--- src/sv/mlrq_pkg.sv ---
`timescale 1ns / 1ps
// ----------------------------------------------------------------------------
// mlrq_pkg: shared types and constants for the ready queue scheduler
// Command and status codes, beat structs, default sizes.
// ----------------------------------------------------------------------------
package mlrq_pkg;

  localparam int QUEUE_COUNT_DEF      = 8;
  localparam int TASK_COUNT_DEF       = 64;
  localparam int LEVELS_PER_QUEUE_DEF = 32;

  typedef enum logic [1:0] {
    CMD_ENQUEUE = 2'd0,
    CMD_DEQUEUE = 2'd1,
    CMD_TICK    = 2'd2,
    CMD_LENGTH  = 2'd3
  } cmd_t;

  typedef enum logic [2:0] {
    ST_OK             = 3'd0,
    ST_NOT_RUNNABLE   = 3'd1,
    ST_ALREADY_QUEUED = 3'd2,
    ST_ALL_EMPTY      = 3'd3,
    ST_BAD_INDEX      = 3'd4,
    ST_NOT_RUNNING    = 3'd5
  } status_t;

  typedef struct packed {
    logic [1:0]  command;
    logic [5:0]  task_id;
    logic [7:0]  task_priority;
    logic        task_runnable;
    logic        current_is_idle;
    logic [15:0] current_slice;
    logic [3:0]  queue_index;
  } in_beat_t;

  typedef struct packed {
    logic [2:0]  status;
    logic [5:0]  found_task;
    logic        preempt_now;
    logic [15:0] new_slice;
    logic        slice_expired;
    logic [6:0]  queue_length;
  } out_beat_t;

  // Front to back: decoded command with queue number
  typedef struct packed {
    in_beat_t   beat;
    logic [3:0] qsel;
  } work_t;

endpackage

--- src/sv/multilevel_ready_queue_scheduler_unit.sv ---
`timescale 1ns / 1ps
// ----------------------------------------------------------------------------
// multilevel_ready_queue_scheduler_unit: multilevel priority ready queues
// Top level: config register, front intake, back executor.
// ----------------------------------------------------------------------------
// Holds QUEUE_COUNT FIFO ready queues of task ids as linked lists (queue =
// priority / LEVELS_PER_QUEUE, queue 0 highest). Commands: enqueue, dequeue
// of the best head, tick (preemption and slice), length query. One result
// beat per command beat. A dequeue that leaves its queue non-empty holds the
// executor until the new head comes back from the registered read of the
// link RAM. A two-entry queue between intake and executor lets each side
// stall independently. scheduler_running is written through
// cfg_valid/cfg_ready; write only while idle.
// ----------------------------------------------------------------------------
module multilevel_ready_queue_scheduler_unit #(
  parameter int QUEUE_COUNT      = mlrq_pkg::QUEUE_COUNT_DEF,
  parameter int TASK_COUNT       = mlrq_pkg::TASK_COUNT_DEF,
  parameter int LEVELS_PER_QUEUE = mlrq_pkg::LEVELS_PER_QUEUE_DEF
) (
  input  logic                clk,
  input  logic                rst,
  input  logic                in_valid,
  output logic                in_stall,
  input  mlrq_pkg::in_beat_t  in_data,
  output logic                out_valid,
  input  logic                out_stall,
  output mlrq_pkg::out_beat_t out_data,
  input  logic                cfg_valid,
  output logic                cfg_ready,
  input  logic                cfg_data
);

  logic            scheduler_running;
  logic            wq_valid, wq_take;
  mlrq_pkg::work_t wq_data;

  assign cfg_ready = 1'b1;

  always_ff @(posedge clk) begin
    if (rst) begin
      scheduler_running <= 1'b0;
    end else if (cfg_valid && cfg_ready) begin
      scheduler_running <= cfg_data;
    end
  end

  mlrq_front #(.QUEUE_COUNT(QUEUE_COUNT), .LEVELS_PER_QUEUE(LEVELS_PER_QUEUE)) u_front (
    .clk(clk), .rst(rst), .in_valid(in_valid), .in_stall(in_stall),
    .in_data(in_data), .wq_valid(wq_valid), .wq_take(wq_take), .wq_data(wq_data)
  );

  mlrq_back #(.QUEUE_COUNT(QUEUE_COUNT), .TASK_COUNT(TASK_COUNT)) u_back (
    .clk(clk), .rst(rst), .running(scheduler_running),
    .wq_valid(wq_valid), .wq_take(wq_take), .wq_data(wq_data),
    .out_valid(out_valid), .out_stall(out_stall), .out_data(out_data)
  );

endmodule

--- src/sv/mlrq_ram.sv ---
`timescale 1ns / 1ps
// ----------------------------------------------------------------------------
// mlrq_ram: generic single-port-write RAM
// One write port, one read port, registered read data.
// ----------------------------------------------------------------------------
module mlrq_ram #(
  parameter int WIDTH = 8,
  parameter int DEPTH = 64
) (
  input  logic                     clk,
  input  logic                     wr_en,
  input  logic [$clog2(DEPTH)-1:0] wr_addr,
  input  logic [WIDTH-1:0]         wr_data,
  input  logic [$clog2(DEPTH)-1:0] rd_addr,
  output logic [WIDTH-1:0]         rd_data
);

  logic [WIDTH-1:0] mem [DEPTH];

  always_ff @(posedge clk) begin
    if (wr_en) begin
      mem[wr_addr] <= wr_data;
    end
    rd_data <= mem[rd_addr];
  end

endmodule

--- src/sv/mlrq_front.sv ---
`timescale 1ns / 1ps
// ----------------------------------------------------------------------------
// mlrq_front: command intake and classification
// Accepts input beats, maps priority to a queue, pushes into a small FIFO.
// ----------------------------------------------------------------------------
module mlrq_front #(
  parameter int QUEUE_COUNT      = mlrq_pkg::QUEUE_COUNT_DEF,
  parameter int LEVELS_PER_QUEUE = mlrq_pkg::LEVELS_PER_QUEUE_DEF
) (
  input  logic               clk,
  input  logic               rst,
  input  logic               in_valid,
  output logic               in_stall,
  input  mlrq_pkg::in_beat_t in_data,
  output logic               wq_valid,
  input  logic               wq_take,
  output mlrq_pkg::work_t    wq_data
);

  mlrq_pkg::work_t fifo [2];
  logic            wr_ptr, rd_ptr;
  logic [1:0]      fill;
  logic            push, pop;
  logic [3:0]      qsel;

  // queue = number of level thresholds reached, capped at the last queue
  always_comb begin
    qsel = 4'd0;
    for (int k = 1; k < QUEUE_COUNT; k++) begin
      if (int'(in_data.task_priority) >= k * LEVELS_PER_QUEUE) qsel = 4'(k);
    end
  end

  assign in_stall = (fill == 2'd2);
  assign push     = in_valid && !in_stall;
  assign wq_valid = (fill != 2'd0);
  assign pop      = wq_valid && wq_take;
  assign wq_data  = fifo[rd_ptr];

  always_ff @(posedge clk) begin
    if (push) begin
      fifo[wr_ptr] <= '{beat: in_data, qsel: qsel};
    end
  end

  always_ff @(posedge clk) begin
    if (rst) begin
      wr_ptr <= 1'b0;
      rd_ptr <= 1'b0;
      fill   <= 2'd0;
    end else begin
      if (push) wr_ptr <= !wr_ptr;
      if (pop)  rd_ptr <= !rd_ptr;
      fill <= fill + 2'(push) - 2'(pop);
    end
  end

endmodule

--- src/sv/mlrq_back.sv ---
`timescale 1ns / 1ps
// ----------------------------------------------------------------------------
// mlrq_back: queue state and command execution
// Heads, tails, counts in registers; link table in RAM; output register.
// ----------------------------------------------------------------------------
module mlrq_back #(
  parameter int QUEUE_COUNT = mlrq_pkg::QUEUE_COUNT_DEF,
  parameter int TASK_COUNT  = mlrq_pkg::TASK_COUNT_DEF
) (
  input  logic                clk,
  input  logic                rst,
  input  logic                running,
  input  logic                wq_valid,
  output logic                wq_take,
  input  mlrq_pkg::work_t     wq_data,
  output logic                out_valid,
  input  logic                out_stall,
  output mlrq_pkg::out_beat_t out_data
);

  localparam int TW = $clog2(TASK_COUNT);
  localparam int QW = $clog2(QUEUE_COUNT);

  // Two phases: EXEC decides; a dequeue with a successor then waits in LINK
  // for the link RAM read before writing the new head.
  logic            link_wait;
  logic [QW-1:0]   link_q;

  logic [TW-1:0]   head  [QUEUE_COUNT];
  logic [TW-1:0]   tail  [QUEUE_COUNT];
  logic [6:0]      count [QUEUE_COUNT];
  logic [TASK_COUNT-1:0] queued;

  logic            ram_we;
  logic [TW-1:0]   ram_wa, ram_wd, ram_ra, ram_rd;

  mlrq_ram #(.WIDTH(TW), .DEPTH(TASK_COUNT)) u_link (
    .clk(clk), .wr_en(ram_we), .wr_addr(ram_wa), .wr_data(ram_wd),
    .rd_addr(ram_ra), .rd_data(ram_rd)
  );

  mlrq_pkg::in_beat_t b;
  logic [QW-1:0]   q;
  logic [TW-1:0]   id;
  logic            id_bad;
  logic [QUEUE_COUNT-1:0] nonempty;
  logic            any_ne, any_hi, found;
  logic [QW-1:0]   best;
  logic            fire;
  mlrq_pkg::out_beat_t res;
  logic            do_enq, do_deq;

  assign b      = wq_data.beat;
  assign q      = wq_data.qsel[QW-1:0];
  assign id     = b.task_id[TW-1:0];
  assign id_bad = ({26'd0, b.task_id} >= 32'(TASK_COUNT));

  always_comb begin
    found  = 1'b0;
    best   = '0;
    any_hi = 1'b0;
    for (int i = 0; i < QUEUE_COUNT; i++) begin
      nonempty[i] = (count[i] != 7'd0);
      if (nonempty[i] && !found) begin
        found = 1'b1;
        best  = QW'(i);
      end
      if (nonempty[i] && (i < int'(wq_data.qsel))) any_hi = 1'b1;
    end
    any_ne = found;
  end

  assign wq_take = wq_valid && !link_wait && !(out_valid && out_stall);
  assign fire    = wq_take;

  always_comb begin
    res    = '0;
    do_enq = 1'b0;
    do_deq = 1'b0;
    case (mlrq_pkg::cmd_t'(b.command))
      mlrq_pkg::CMD_ENQUEUE: begin
        if (id_bad)                res.status = mlrq_pkg::ST_BAD_INDEX;
        else if (!b.task_runnable) res.status = mlrq_pkg::ST_NOT_RUNNABLE;
        else if (queued[id])       res.status = mlrq_pkg::ST_ALREADY_QUEUED;
        else                       do_enq = 1'b1;
      end
      mlrq_pkg::CMD_DEQUEUE: begin
        if (any_ne) begin
          do_deq = 1'b1;
          res.found_task = 6'(head[best]);
        end else begin
          res.status = mlrq_pkg::ST_ALL_EMPTY;
        end
      end
      mlrq_pkg::CMD_TICK: begin
        res.new_slice = b.current_slice;
        if (!running) begin
          res.status = mlrq_pkg::ST_NOT_RUNNING;
        end else begin
          res.preempt_now = b.current_is_idle ? any_ne : any_hi;
          if (!b.current_is_idle && !any_hi && b.current_slice != 16'd0)
            res.new_slice = b.current_slice - 16'd1;
          res.slice_expired = (res.new_slice == 16'd0);
        end
      end
      mlrq_pkg::CMD_LENGTH: begin
        if (32'(b.queue_index) >= 32'(QUEUE_COUNT))
          res.status = mlrq_pkg::ST_BAD_INDEX;
        else
          res.queue_length = count[b.queue_index[QW-1:0]];
      end
      default: res = '0;
    endcase
  end

  assign ram_we = fire && do_enq && nonempty[q];
  assign ram_wa = tail[q];
  assign ram_wd = id;
  assign ram_ra = head[best];

  always_ff @(posedge clk) begin
    if (fire && do_enq) begin
      if (!nonempty[q]) head[q] <= id;
      tail[q] <= id;
    end
    if (link_wait) head[link_q] <= ram_rd;
    if (fire) out_data <= res;
  end

  always_ff @(posedge clk) begin
    if (rst) begin
      link_wait <= 1'b0;
      link_q    <= '0;
      out_valid <= 1'b0;
      queued    <= '0;
      for (int i = 0; i < QUEUE_COUNT; i++) count[i] <= 7'd0;
    end else begin
      link_wait <= 1'b0;
      if (fire) begin
        out_valid <= 1'b1;
        if (do_enq) begin
          count[q]   <= count[q] + 7'd1;
          queued[id] <= 1'b1;
        end
        if (do_deq) begin
          count[best]        <= count[best] - 7'd1;
          queued[head[best]] <= 1'b0;
          link_q             <= best;
          link_wait          <= (count[best] != 7'd1);
        end
      end else if (!out_stall) begin
        out_valid <= 1'b0;
      end
    end
  end

endmodule

--- config.mk ---
export PLATFORM = sky130hd
export DESIGN_NAME = multilevel_ready_queue_scheduler_unit
export DESIGN_NICKNAME = d
export VERILOG_FILES = /design/src/sv/mlrq_pkg.sv /design/src/sv/multilevel_ready_queue_scheduler_unit.sv /design/src/sv/mlrq_ram.sv /design/src/sv/mlrq_front.sv /design/src/sv/mlrq_back.sv
export SDC_FILE = /design/constraint.sdc
export NUM_CORES = 1
export LEC_CHECK = 0
export BUFFER_PORTS_ARGS = -buffer_cell sky130_fd_sc_hd__buf_2
export CORE_UTILIZATION = 55
export DETAILED_ROUTE_END_ITERATION = 8
export PLACE_DENSITY = 0.74
export SLEW_MARGIN = 40
export SYNTH_ARGS = -nofsm -noshare
export SYNTH_HDL_FRONTEND = slang
export SYNTH_SLANG_ARGS = --single-unit
--- constraint.sdc ---
create_clock -name clk -period 5.1 [get_ports clk]
set_clock_uncertainty 0.05 [all_clocks]
set_input_delay 0 -clock clk [delete_from_list [all_inputs] [get_ports clk]]
set_output_delay 0 -clock clk [all_outputs]
set_load 0.01 [all_outputs]
==> results.md, run 1 <==
- Max-cap viol count: 0
- Root Buffer: clkbuf_16
- Tightest Pin Transition: 0.8900 ns
- HP Start: rst
- Mapped Cells: 2340
- Main synth FF type: edfxtp_1
- Critical path class: reg -> reg
- Ys Warns: 0
- Max_slew headroom: 40.45%
- Initial antenna violation count: 2
- DR WL/cell: 25.33 um
- Fin nets: 2637
- Worst Hold Path Cells: 3
- Detailed Route Iter0 Violations: 3077
- Power per Cell Area: 465.2 mW/mm2
- Die Ht: 238.9 um
- Number of flops mapped to enable cells by yosys: 636
- CTS H-tree depth: 3
- Most frequent cells in the layout: 636 x edfxtp_1, 266 x nand2_1, 240 x nor2_1
- Crit path largest cell delay: 0.53 ns
- Minimum clock period: 4.931 ns
- Max VDD drop: 0.0004202 V
- Die W: 238.9 um
- Synth Cell Area: 0.03085 mm2
- Multi-input gate area: 0.009607 mm2
- Filler cells: 3976
- Synth Net Count: 2391
- # setup viols final: 0
- Pleak: 0.01213 uW
- Hold endpoint: u_back.link_q[2]
- Fin. Hold Viols: 0
- Status: complete, no violations
- FF-to-FF End: u_back.u_link.rd_data[0]
- IO Count: 81
- Pin count of the biggest net entering global routing: 83
- CTS clk-pin slew, worst paths: 0.06 ns
- CTS tree: built
- Met3 routed WL: 8255 um
- Slowest-stage cell, CP: a211oi_1
- Hpwl dp: 57670 um
- CP startpoint: u_back.count[1][3]
- CP max FO: 19
- GRT Total Usage: 30.16%
- Final Slew Violations: 0
- Wire length on met2: 40300 um
- RSZ-0062 raised after global routing: false
- Crit end category: flip-flop
- Worst-Skew Late Latency: 0.64 ns
- DRC viols: 0
- Share of cells above drive strength 1: 18.12%
- Number of global-route vias before repair: 21.08k
- # clock sinks: 717
- Cell variety after synth: 90
- Placeable Area: 0.05531 mm2
- WL final: 85930 um
- Layout Utilization: 64.93%
- DR vias: 21.92k
- Reg2Reg Setup Slack: 0.17 ns
- Critical R2R Launch: u_back.count[1][3]
- Min-delay worst type: in -> reg
- Pre-Repair DR Iteration Count: 6
- Critical Path RT: 5.52 ns
- Metal-1 WL: 34020 um
- Clk buf depth: 3
- Ys async rst share: 0%
- Cts bufs inserted: 73
- Reg2reg path depth: 13
- Commonest non-fill, non-tap cell in the layout: edfxtp_1
- Antenna viol nets, final: 0
- Synthesized flop and latch total: 717
- Via density per instance: 6.459
- Worst EP arrival: 5.36 ns
- Critical path cell sequence: nor4_4, nand4_2, buf_4, a211oi_4, mux2_2, o22ai_1, a211o_2, buf_12, nor2_2, a221oi_1, o21ai_0, a211oi_1, o211ai_1
- Die ar.: 0.05705 mm2
- DR top layer: met5
- Routability cong.: 0.9662
- FP Rows: 86
- Mean post-synth cell area: 13.19 um2
- Area added between synthesis and finish: 16.39%
- Starting Density: 55.79%
- TNS Setup: 0 ns
- Max Clk Rate: 202.8 MHz
- Fin crit share: 96.69%
- IO buf count: 74
- CP Launch Type: flip-flop
- Sequential fraction of the synthesis area: 67.15%
- Register area: 0.02072 mm2
- First-pass GRT wire length: 128300 um
- Grt ovf: 0
- Post-CTS Repair Setup Buffers: 0
through the flow:
| step | setup WS (ns) | total power (uW) | hold slack (ns) | instance area (um2) | cells |
|---|---|---|---|---|---|
| 2_1_floorplan | 0.3395 | 9725 | 0.04887 | 30850 | 2340 |
| 5_1_grt | 0.02748 | 17200 | 0.03137 | 35910 | 3392 |
| 3_5_place_dp | 0.004105 | 11390 | 0.1431 | 33120 | 3221 |
| 4_1_cts | 0.02602 | 16630 | 0.01295 | 35850 | 3391 |
| 6_report | 0.1688 | 16710 | 0.01850 | 35910 | 3393 |
| 3_3_place_gp | 0.1655 | 11310 | 0.1393 | 33100 | 3220 |
synth_stat cells, drive strengths merged, types with 4 or more instances:
cell	count	share of area (%)
nor4	16	0.58
or4	5	0.13
mux4	25	1.8
nor3	40	0.84
mux2	26	0.95
a21oi	160	2.6
a31oi	22	0.45
and2	19	0.39
o21ai	40	0.69
or2	5	0.10
a221oi	49	1.5
a211oi	69	1.8
a32oi	8	0.23
xor2	12	0.34
o22ai	23	0.47
xnor2	18	0.51
and3	9	0.18
dfxtp	81	5.3
nand3	54	0.88
nand4	21	0.49
nand2	268	3.3
mux2i	112	3.6
a22o	16	0.45
o221ai	5	0.16
buf	62	1.1
nor3b	4	0.11
a311oi	13	0.37
clkbuf	57	0.70
nand2b	24	0.49
or3	10	0.20
edfxtp	636	62
inv	22	0.27
a2111oi	5	0.14
nor2b	20	0.41
nor2	255	3.1
a22oi	54	1.3
ha	7	0.28
o32ai	4	0.11
o211ai	10	0.24
o2bb2ai	15	0.43
per-layer routing:
layer | vias up | global-route usage, %
li1 | 9512 | -
met1 | 10770 | 40.89
met2 | 1385 | 48.01
met3 | 248 | 5.912
met4 | 4 | 12.16
met5 | - | 0
state kept, by name, indices dropped and copies added, names as in the netlist, 3 cells and up, named ones only:
register               flops
u_back.queued             64
u_back.tail               48
u_back.out_data           34
u_back.count              56
u_back.u_link.rd_data      6
u_back.head               48
u_back.u_link.mem        384
u_back.link_q              3
u_front.fifo              66
worst max-delay path, delay by kind of cell, from the launching register on:
kind	cells	cell delay (ns)
compound gates	7	2.56
flops	1	0.48
mux	1	0.41
simple gates	3	0.79
buf+inv	2	0.46
cell families (layout without fill, tap and decap cells):
group	after synthesis	after routing	share of synthesized area [%]
xor gates and xnor gates	30	30	0.8516
and+or+nand+nor	757	757	11.41
buffers and inverters	142	446	2.096
adders and majority gates	7	7	0.2838
AOI/OAI and AO/OA	523	523	11.78
muxes	163	163	6.407
other	1	2	0.01215
DFF	717	717	67.15
power breakdown:
group | switching, uW | internal, uW | leakage, uW
Combinational | 2860 | 1220 | 0.00449
Clock | 2310 | 2970 | 0.00114
Sequential | 152 | 7190 | 0.00650
Total | 5320 | 11400 | 0.0121
how the worst max path moves through the flow:
stage	cells after the start	slack (ns)	end
after CTS	13	0.03	u_back.u_link.mem[62][5]
after floorplan	14	0.34	u_back.u_link.mem[54][0]
after global placement	13	0.17	u_back.u_link.mem[46][4]
after global routing	16	0.03	u_back.u_link.rd_data[0]
after detailed placement	13	0.004	u_back.u_link.mem[46][4]
final	13	0.17	u_back.u_link.rd_data[0]
area by class of cell:
class | instances | area share (%)
inverters | 23 | 0.2439
repair buffers | 290 | 6.115
well taps | 748 | 2.606
clock buffers | 90 | 5.320
multi-input cells | 1481 | 26.75
flip-flops and latches | 717 | 57.70
diodes | 1 | 0.006968
clock inverters | 43 | 1.254
timing repair:
action	in CTS	in global routing
gates cloned	0	0
resized for setup	1	7
endpoints found under the setup margin	2	149
hold buffers	37	0
endpoints found under the hold margin	85	0
(Power assumes the default switching activity.)
==> inputs of run 2 (changes only) <==
- CORE_UTILIZATION: 55 -> 56
- PLACE_DENSITY: 0.74 -> 0.76
==> run 2 against run 1 <==
Net effect: via count fell by 0.53%; sequential power is essentially flat; register-to-register slack gained 0.07 ns; critical endpoint is now u_back.u_link.mem[49][1].
==> results.md, run 2 (synthesized netlist as in run 1, its figures left out) <==
- GRT met3 Usage: 5.677%
- Placeable Area: 0.05413 mm2
- # setup viols final: 0
- Number of global-route vias before repair: 21.22k
- FP Rows: 85
- Final instance area: 0.03588 mm2
- DRC viols: 0
- HP Start: in_data[17]
- Pin count of the biggest net entering global routing: 76
- DR vias: 21.80k
- Worst EP arrival: 5.14 ns
- Starting Density: 57.00%
- Root Buffer: clkbuf_16
- Grt ovf: 0
- Share of cells above drive strength 1: 18.10%
- Fin crit share: 95.29%
- First-pass GRT wire length: 126800 um
- Commonest non-fill, non-tap cell in the layout: edfxtp_1
- Crit path largest cell delay: 0.62 ns
- TNS Setup: 0 ns
- Max Clk Rate: 205.8 MHz
- CTS clk-pin slew, worst paths: 0.06 ns
- Ant diodes: 0
- Crit path buffers/inverters: 4
- Multi-input gate area: 0.009639 mm2
- Critical Path RT: 5.38 ns
- Register area: 0.02072 mm2
- Hpwl dp: 55430 um
- Routability cong.: 0.9481
- GRT busiest layer: met2
- Tightest Pin Transition: 0.9088 ns
- Top Family by Delay on Critical Path: simple AND/OR/NAND/NOR gates
- Crit end category: flip-flop
- IO buf count: 74
- Max-cap viol count: 0
- Placement Cell Area: 0.03300 mm2
- Fin nets: 2638
- Number of flip-flops in the largest register: 384
- Most flops, register: u_back.u_link.mem
- Clk buf depth: 3
- Fin. Hold Viols: 0
- CP most frequent cell: buf_4
- Area added between synthesis and finish: 16.30%
- Slowest-stage cell, CP: or3_1
- CTS H-tree depth: 3
- Cts bufs inserted: 73
- Final Slew Violations: 0
- Detailed Route Iter0 Violations: 2797
- Die ar.: 0.05604 mm2
- Power per Cell Area: 466.1 mW/mm2
- CP max FO: 18
- CTS tree: built
- WL final: 84120 um
- IO Count: 81
- Max_slew headroom: 39.08%
- Filler cells: 3766
- Layout Utilization: 66.29%
- Min-delay worst type: in -> reg
- Worst-Skew Late Latency: 0.62 ns
- Top flop regs: u_back.u_link.mem (384), u_front.fifo (66), u_back.queued (64)
- Initial antenna violation count: 0
- Die W: 236.7 um
- RSZ-0062 raised after global routing: false
- DR WL/cell: 25.16 um
- Antenna viol nets, final: 0
- Pleak: 0.01216 uW
- Max VDD drop: 0.0003197 V
- Die Ht: 236.7 um
- Most frequent cells in the layout: 636 x edfxtp_1, 264 x nand2_1, 236 x nor2_1
- Met2 Track Usage GR: 48.05%
- Critical path cell sequence: mux2i_1, clkinv_2, buf_4, a221oi_1, nor2_1, o21ai_0, o21ai_0, nand3_1, nand3_1, or3_1, nor3b_2, nand2_1, buf_4, nor2_1, buf_4
- Status: complete, no violations
- Via density per instance: 6.521
- CP Launch Type: flip-flop
- GRT Total Usage: 30.01%
- Critical path class: reg -> reg
- Minimum clock period: 4.860 ns
- Pre-Repair DR Iteration Count: 8
- Met1 Use GR: 40.57%
- # clock sinks: 717
==> run 2: metal layers <==
metal,part of all wire (%),wire [um]
met1,39,32590
met2,47,39630
met3,10,8413
met4,4.1,3479
met5,0,0
==> run 2: worst paths after layout <==
| check | slack [ns] | cells after the start | end |
|---|---|---|---|
| worst min-delay path | 0.07 | 2 | u_front.fifo[0][20] |
| worst max-delay path | 0.24 | 15 | u_back.u_link.mem[49][1] |
| worst min register to register | 0.47 | 2 | u_back.queued[25] |
| worst max register to register | 0.24 | 15 | u_back.u_link.mem[49][1] |
==> run 2: cell type report <==
class	count	area share (%)
Inverter	23	0.2441
Multi-Input combinational cell	1481	26.86
Tap cell	696	2.427
Sequential cell	717	57.75
Clock buffer	94	5.426
Timing Repair Buffer	291	6.092
Clock inverter	41	1.203
==> run 2: worst register-to-register path: cells and delay by family (launching register included) <==
family                 cells  cell delay, ns
AOI/OAI and AO/OA          3            0.52
muxes                      1            0.33
buffers and inverters      4            1.18
DFF                        1            0.48
and+or+nand+nor            7            2.02
==> run 2: repair_timing <==
action | 4_1_cts | 5_1_grt
endpoints found under the hold margin | 96 | 0
setup endpoints to repair | 0 | 100
setup buffers | 0 | 2
resized for setup | 0 | 13
hold buffers | 41 | 0
==> run 2: through the flow <==
stage               worst slack (ns)  total power [uW]  std cells  hold slack, ns
global placement              0.2470             11230       3162          0.1399
floorplan                     0.3395              9725       2340         0.04887
detailed placement            0.1375             11350       3163          0.1426
global route                0.001990             17250       3343         0.05024
finish                        0.2400             16730       3343         0.06529
CTS                           0.1293             16650       3339         0.03758
==> run 2: power by group <==
part | switching, uW | leakage (uW) | total, uW | internal [uW]
clock network | 2260 | 0.00116 | 5340 | 3080
logic | 2800 | 0.00450 | 4050 | 1250
registers | 152 | 0.00650 | 7340 | 7190
